**src/design/wqm_pkg.sv**
```systemverilog
`timescale 1ns / 1ps
// Shared types and constants for the waypoint queue manager.
package wqm_pkg;

	localparam int COORD_W = 24;
	localparam int LIMIT_W = 23;
	localparam int MODE_W = 2;
	localparam int CFG_IDX_W = 3;
	localparam int IN_TDATA_W = 3 * COORD_W;

	// Item modes
	localparam logic [MODE_W-1:0] MODE_POSE = 2'd0;
	localparam logic [MODE_W-1:0] MODE_ADD = 2'd1;
	localparam logic [MODE_W-1:0] MODE_CANCEL = 2'd2;

	// Configuration register indexes
	localparam logic [CFG_IDX_W-1:0] CFG_RETAIN = 3'd0;
	localparam logic [CFG_IDX_W-1:0] CFG_REACH = 3'd1;
	localparam logic [CFG_IDX_W-1:0] CFG_SPACING = 3'd2;
	localparam logic [CFG_IDX_W-1:0] CFG_X_LIMIT = 3'd3;
	localparam logic [CFG_IDX_W-1:0] CFG_Y_LIMIT = 3'd4;
	localparam logic [CFG_IDX_W-1:0] CFG_Z_LIMIT = 3'd5;

	// Register reset values, Q15.8
	localparam logic [LIMIT_W-1:0] RST_REACH = 23'd128;
	localparam logic [LIMIT_W-1:0] RST_SPACING = 23'd128;
	localparam logic [LIMIT_W-1:0] RST_X_LIMIT = 23'd64000;
	localparam logic [LIMIT_W-1:0] RST_Y_LIMIT = 23'd64000;
	localparam logic [LIMIT_W-1:0] RST_Z_LIMIT = 23'd12800;

	typedef logic signed [COORD_W-1:0] coord_t;
	typedef logic [LIMIT_W-1:0] limit_t;

	// x in the low bits, matching the word layout
	typedef struct packed {
		coord_t z;
		coord_t y;
		coord_t x;
	} point_t;

	typedef struct packed {
		logic capture;
		logic square;
		logic commit;
		logic refill;
	} ctl_cmd_t;

	typedef struct packed {
		logic need_refill;
	} dp_status_t;

endpackage

```
**src/design/wqm_ctrl.sv**
```systemverilog
`timescale 1ns / 1ps
// Sequencer for the waypoint queue manager: handshakes and stage commands.
module wqm_ctrl (
	input  logic                  clk,
	input  logic                  arst_n,
	input  logic                  s_tvalid,
	output logic                  s_tready,
	output logic                  m_tvalid,
	input  logic                  m_tready,
	input  wqm_pkg::dp_status_t   status,
	output wqm_pkg::ctl_cmd_t     cmd
);

	typedef enum logic [1:0] {
		ST_IDLE,
		ST_SQUARE,
		ST_DECIDE,
		ST_REFILL
	} state_t;

	state_t state_q;
	logic   out_free;

	assign out_free = !m_tvalid || m_tready;

	always_comb begin
		case (state_q)
			ST_IDLE:   s_tready = 1'b1;
			ST_DECIDE: s_tready = out_free && !status.need_refill;
			ST_REFILL: s_tready = 1'b1;
			default:   s_tready = 1'b0;
		endcase
		cmd.capture = s_tvalid && s_tready;
		cmd.square  = (state_q == ST_SQUARE);
		cmd.commit  = (state_q == ST_DECIDE) && out_free;
		cmd.refill  = (state_q == ST_REFILL);
	end

	always_ff @(posedge clk or negedge arst_n) begin
		if (!arst_n) begin
			state_q  <= ST_IDLE;
			m_tvalid <= 1'b0;
		end else begin
			if (m_tready)
				m_tvalid <= 1'b0;
			case (state_q)
				ST_IDLE: begin
					if (s_tvalid)
						state_q <= ST_SQUARE;
				end
				ST_SQUARE: begin
					state_q <= ST_DECIDE;
				end
				ST_DECIDE: begin
					// hold the decision until the output word is free
					if (out_free) begin
						if (status.need_refill) begin
							state_q <= ST_REFILL;
						end else begin
							m_tvalid <= 1'b1;
							state_q  <= s_tvalid ? ST_SQUARE : ST_IDLE;
						end
					end
				end
				ST_REFILL: begin
					m_tvalid <= 1'b1;
					state_q  <= s_tvalid ? ST_SQUARE : ST_IDLE;
				end
				default: begin
					state_q <= ST_IDLE;
				end
			endcase
		end
	end

endmodule

```
**config.mk**
```make
export PLATFORM = sky130hd
export DESIGN_NAME = wqm_ctrl
export DESIGN_NICKNAME = d
export VERILOG_FILES = /design/src/design/wqm_pkg.sv /design/src/design/wqm_ctrl.sv
export SDC_FILE = /design/constraint.sdc
export NUM_CORES = 1
export LEC_CHECK = 0
export ABC_AREA = 0
export BUFFER_PORTS_ARGS = -buffer_cell sky130_fd_sc_hd__clkbuf_2
export CORE_AREA = 2 2 39 41
export DETAILED_ROUTE_END_ITERATION = 16
export DIE_AREA = 0 0 41 43
export PLACE_DENSITY_LB_ADDON = 0.05
export SYNTH_ARGS = -nofsm -noshare
export SYNTH_HDL_FRONTEND = slang
export SYNTH_SLANG_ARGS = --single-unit
```
**constraint.sdc**
```tcl
create_clock -name clk -period 2.9 [get_ports clk]
set_input_delay 0 -clock clk [delete_from_list [all_inputs] [get_ports clk]]
set_output_delay 0 -clock clk [all_outputs]
set_load 0.05 [all_outputs]
```
==> results of run 1 <==
==> cell usage in the layout, fill, tap and decap left out <==
master,Yosys,final
nand3b_1,1,1
nand2_1,1,1
nor3b_2,1,1
a211o_2,1,1
inv_2,1,1
nor2_1,2,2
inv_1,3,3
a211oi_1,1,1
a41o_1,1,1
o31a_1,1,1
nor2b_2,1,1
dfrtp_1,3,3
clkbuf_4,0,3
ha_1,5,5
nand2b_1,1,1
a31oi_1,2,2
clkbuf_2,0,10
a21oi_1,1,1
o21a_1,1,1
clkbuf_1,0,1
dlygate4sd3_1,0,1
==> through the flow <==
stage | setup WS (ns) | utilization | cells
floorplan | 1.157 | - | 27
global placement | 1.281 | 0.2387 | 53
finish | 1.034 | 0.2649 | 58
detailed placement | 1.266 | 0.2387 | 53
global route | 0.9155 | 0.2649 | 58
CTS | 1.008 | 0.2649 | 58
==> path summary, 6_finish.rpt <==
kind | startpoint | depth (start not counted) | to
setup / recovery | state_q[0]$_DFFE_PN0P_ | 6 | cmd[3]
hold / removal | status | 3 | m_tvalid$_DFF_PN0_
setup reg to reg | state_q[0]$_DFFE_PN0P_ | 5 | state_q[1]$_DFFE_PN0P_
hold reg to reg | state_q[0]$_DFFE_PN0P_ | 1 | state_q[1]$_DFFE_PN0P_
max in group asynchronous | arst_n | 2 | state_q[0]$_DFFE_PN0P_
min in group asynchronous | arst_n | 2 | state_q[1]$_DFFE_PN0P_
==> layout make-up <==
type | instances | area, sq um
Sequential cell | 3 | 75.07
Tap cell | 16 | 20.02
Clock buffer | 4 | 26.28
Inverter | 4 | 15.01
Fill cell | 153 | 1017
Multi-Input combinational cell | 20 | 170.2
Timing Repair Buffer | 11 | 60.06
==> cell usage after synthesis <==
cell type	n	share of area
a211oi_1	1	0.029
a41o_1	1	0.038
dfrtp_1	3	0.29
nand2b_1	1	0.024
inv_1	3	0.043
nand2_1	1	0.014
a31oi_1	2	0.048
o21a_1	1	0.029
ha_1	5	0.24
nor3b_2	1	0.048
nor2_1	2	0.029
nand3b_1	1	0.029
nor2b_2	1	0.034
a21oi_1	1	0.019
a211o_2	1	0.038
inv_2	1	0.014
o31a_1	1	0.034
==> per-layer routing <==
metal  track usage  part of all wire
met5             0                 0
met4       0.08000                 0
met3             0             0.058
met2        0.1125              0.50
met1        0.1133              0.44
==> sequential cells by signal (all words and copies together), names as in the netlist <==
register and cells:
state_q 2, m_tvalid 1
==> critical path, cell delays in order (launching register included) <==
cell      delay, ns
dfrtp_1        0.42
inv_1          0.13
ha_1           0.26
inv_2          0.05
o31a_1         0.31
nor3b_2        0.17
clkbuf_2       0.30
==> cell families after synthesis <==
kind of cell               Yosys count  share of synthesized area
DFF                                  3                     0.2885
adders and majority gates            5                     0.2404
buffers and inverters                4                    0.05768
AOI/OAI and AO/OA                    8                     0.2356
and+or+nand+nor                      7                     0.1779
==> flow_summary.yaml, run 1 <==
timing:
  hold_ws_ns: 0.08827
  fmax_mhz: 535.8
  worstMarginPinSlew_ns: 0.2788
  rsz0062_at_grt: "no"
  slew_headroom: 0.8149
  period_needed_ns: 1.866
  setup_viol: 0
  setup_tns_ns: 0
  fin_worst_skew_ns: 0.0005103
  hold_viol: 0
  finalCritPeriodShare: 0.6436
  drv_slew: 0
flow_run:
  maxCapViolCount: 0
detailed_routing:
  totalWireLength_um: 587
  first_pass_iters: 2
  routedWlPerCell_um: 10.12
  vias_per_cell: 4.017
  ant_nets: 0
  via_count: 233
  drtIter0Drc: 1
  drc_errors: 0
global_route:
  track_usage: 0.08350
  grt_antenna_before_repair: 0
  grt_pass1_vias: 242
  grt-ovfl-total: 0
  grt_max_degree: 6
  grt_pass1_wl_um: 972
finish:
  drive_gt1_frac: 0.4048
  finalInstanceArea_sq_um: 366.6
  num-nets-final: 53
  antennaDiodeCount: 0
  syn2layout_area_growth_pct: 40.87
hold_path:
  hold_path_class: "in2reg"
place:
  gp_congestion: 0.6897
  io_buffers: 10
  dpl_cell_area_sq_um: 330.3
  dp_hpwl_um: 485.6
cts:
  cts.reportedPaths.clkPinSlew_ns: 0.04
  cts.path.max_buffers: 2
  clk_latency_ns: 0.23
  numCtsBuffers: 3
  htreeDepth: 1
  clkSinkCount: 3
  root_buffer: "clkbuf_4"
  hold_buffers: 1
  post_cts_resized: 0
  cts_setup_buffers: 0
  tritoncts: "done"
yosys:
  synth_warnings: 0
  netlist_instances: 27
  ys_ff_latch: 3
  syn_nets: 37
  synth.distinct_cells: 17
  syn_area_sq_um: 260.3
  synth.yosys.seq_area_share: 0.2885
  avgSynthCellArea_sq_um: 9.639
floorplanning:
  dieHeight_um: 43
  die_x_um: 41
  coreArea_sq_um: 1384
  start_util: 0.1881
  die-area_sq_um: 1763
  rows: 14
  num_io_pins: 11
setup_path:
  end_kind: "primary output"
  required_ns: 2.90
  r2r_setup_slack_ns: 1.51
  worst-path-max-fanout: 5
  critical_path_arrival_ns: 1.87
  start_kind: "register"
  worstSetupPathType: "reg2out"
run_status:
  status: "complete, no violations"
Power of run 1 is not shown: default switching activity piles up to over one toggle a cycle in this logic, so the estimate is an artifact.
==> run 2, diff against run 1 <==
Settings changed: ABC_AREA 0 to 1.
Clock period 2.9 ns to 1.7 ns, I/O delays scaled along.
==> run 2 against run 1 <==
Compared with the run above: sequential share of layout area is 1.2 points lower; synthesized area is 4.3% higher; first-iteration DRC count down 100%; wire length down 2.4%; hold slack got worse by 0.0083 ns; sequential cell count stayed put; utilization rose by 1.6 points; cell count up 22%; largest cell class unchanged; clock skew rose by 0.0050 ns; critical path depth rose by 3; highest routed layer unchanged; register-to-register slack worse by 1.1 ns; global-route usage increased by 0.40 points.
==> flow_summary.yaml, run 2 <==
finish:
  drive_gt1_frac: 0.3273
  num-nets-final: 66
  largest_register_ffs: 2
  regMostFlops: "state_q"
  syn2layout_area_growth_pct: 43.32
  stdcell_count: 71
  layout_commonest_cell: "nand2_1"
  antennaDiodeCount: 0
  fillers: 157
  final_cell_mix: "nand2_1, inv_1, clkbuf_2"
  finalInstanceArea_sq_um: 389.1
  largestRegisters: "state_q x2, m_tvalid x1"
detailed_routing:
  first_pass_iters: 1
  routedWlPerCell_um: 8.070
  via_count: 269
  totalWireLength_um: 573
  ant_nets: 0
  drtIter0Drc: 0
  vias_per_cell: 3.789
  drc_errors: 0
yosys:
  netlist_instances: 40
  synth_area_leaders: "dfrtp_1, ha_1, nand2_1"
  synthArstFlopShare: 1.000
  netlist_top_cells_count: "nand2_1, inv_1, ha_1"
  synth.yosys.seq_area_share: 0.2765
  syn_area_sq_um: 271.5
  syn_nets: 50
  synth_top_area_cell: "dfrtp_1"
  ys.flop_type: "dfrtp_1"
  synth.distinct_cells: 11
  synth_edf_count: 0
  synth_top_area_frac: 0.2765
  yosys.cell_count.top_type: "nand2_1"
  avgSynthCellArea_sq_um: 6.788
  synth_warnings: 0
  ys_ff_latch: 3
global_route:
  track_usage: 0.08753
  grt-ovfl-total: 0
  grt_pass1_vias: 256
  grt_pass1_wl_um: 959
  grt_antenna_before_repair: 0
  grt_max_degree: 6
timing:
  hold_viol: 0
  setup_viol: 0
  fin_worst_skew_ns: 0.005522
  drv_slew: 0
  setup_tns_ns: 0
  rsz0062_at_grt: "no"
  worstMarginPinSlew_ns: 0.2783
  period_needed_ns: 1.587
  slew_headroom: 0.8152
  fmax_mhz: 630.1
  finalCritPeriodShare: 0.9336
  hold_ws_ns: 0.08001
cts:
  cts.reportedPaths.clkPinSlew_ns: 0.04
  cts.path.max_buffers: 2
  root_buffer: "clkbuf_4"
  numCtsBuffers: 3
  clkSinkCount: 3
  tritoncts: "done"
  clk_latency_ns: 0.23
  htreeDepth: 1
setup_path:
  r2r-end: "state_q[0]$_DFFE_PN0P_"
  r2r_setup_slack_ns: 0.45
  cp_cell_sequence: "inv_1 > ha_2 > inv_2 > nor2_2 > nand2_1 > nand2_1 > nand2_2 > inv_1 > clkbuf_4"
  slowest_delay_ns: 0.42
  ff2ff_path_depth: 6
  start_kind: "register"
  r2r-start: "state_q[0]$_DFFE_PN0P_"
  cp_slowest_cell: "dfrtp_1"
  end_kind: "primary output"
  required_ns: 1.70
  critical_path_arrival_ns: 1.59
  worst-path-max-fanout: 5
  worstSetupPathType: "reg2out"
place:
  dp_hpwl_um: 464.4
  place_inst: 66
  io_buffers: 10
  gp_congestion: 0.6766
  dpl_cell_area_sq_um: 341.6
hold_path:
  hold_end: "m_tvalid$_DFF_PN0_"
  hold_start: "m_tready"
  hold_path_class: "in2reg"
  holdPathStages: 4
floorplanning:
  start_util: 0.1962
  num_io_pins: 11
  dieHeight_um: 43
  die-area_sq_um: 1763
  coreArea_sq_um: 1384
  rows: 14
  die_x_um: 41
run_status:
  status: "complete, no violations"
flow_run:
  maxCapViolCount: 0
run 2: cell count changes after synthesis, sizes merged, moves of 2 or more:
cell and delta:
o21ai +2, nand3 +2, nand2 +14, a31oi -2, inv +5
run 2: kinds of logic (layout without fill, tap and decap cells):
logic type | count (synthesis) | after routing | share of synthesized area
DFF | 3 | 3 | 0.2765
and+or+nand+nor | 20 | 20 | 0.3134
AOI/OAI and AO/OA | 3 | 3 | 0.05528
buffers and inverters | 9 | 24 | 0.1244
adders and majority gates | 5 | 5 | 0.2304
run 2: critical path, delay by kind of cell, from the launching register on:
kind,cells,cell delay (ns)
adders and majority gates,1,0.22
buffers and inverters,4,0.44
DFF,1,0.42
and+or+nand+nor,4,0.29
run 2: how the worst max path moves through the flow:
stage / startpoint / to / cells after the start
global placement: state_q[0]$_DFFE_PN0P_ / cmd[3] / 9
CTS: state_q[0]$_DFFE_PN0P_ / s_tready / 9
finish: state_q[0]$_DFFE_PN0P_ / s_tready / 9
floorplan: state_q[0]$_DFFE_PN0P_ / cmd[1] / 4
global route: state_q[0]$_DFFE_PN0P_ / cmd[3] / 9
detailed placement: state_q[0]$_DFFE_PN0P_ / cmd[3] / 9
run 2: metal layers:
| layer | track usage | vias to the layer above | routed length (um) |
|---|---|---|---|
| met2 | 0.1063 | 8 | 271 |
| met3 | 0.03141 | 0 | 46 |
| met4 | 0.1000 | 0 | 0 |
| met1 | 0.1036 | 115 | 255 |
| met5 | 0 | - | 0 |
| li1 | - | 146 | - |
run 2: cell type report:
cell class                      instances  area (sq um)  share of cell area
Clock buffer                            4         26.28             0.06752
Inverter                                9         33.78             0.08682
Multi-Input combinational cell         28         165.2              0.4244
Sequential cell                         3         75.07              0.1929
Tap cell                               16         20.02             0.05145
Timing Repair Buffer                   11         68.82              0.1768
run 2: repair_timing:
item | 4_1_cts | 5_1_grt
endpoints found under the hold margin | 3 | 0
hold buffers | 1 | 0
setup endpoints to repair | 1 | 2
resized for setup | 1 | 5
buffers inserted | 0 | 0
run 2: stage by stage:
| step | worst slack (ns) | util |
|---|---|---|
| after floorplan | 0.1813 | - |
| after global placement | 0.2538 | 0.2468 |
| after detailed placement | 0.2554 | 0.2468 |
| after CTS | 0.02426 | 0.2749 |
| after global routing | 0.01012 | 0.2812 |
| final | 0.1129 | 0.2812 |
Power of run 2 is left out for the same reason.
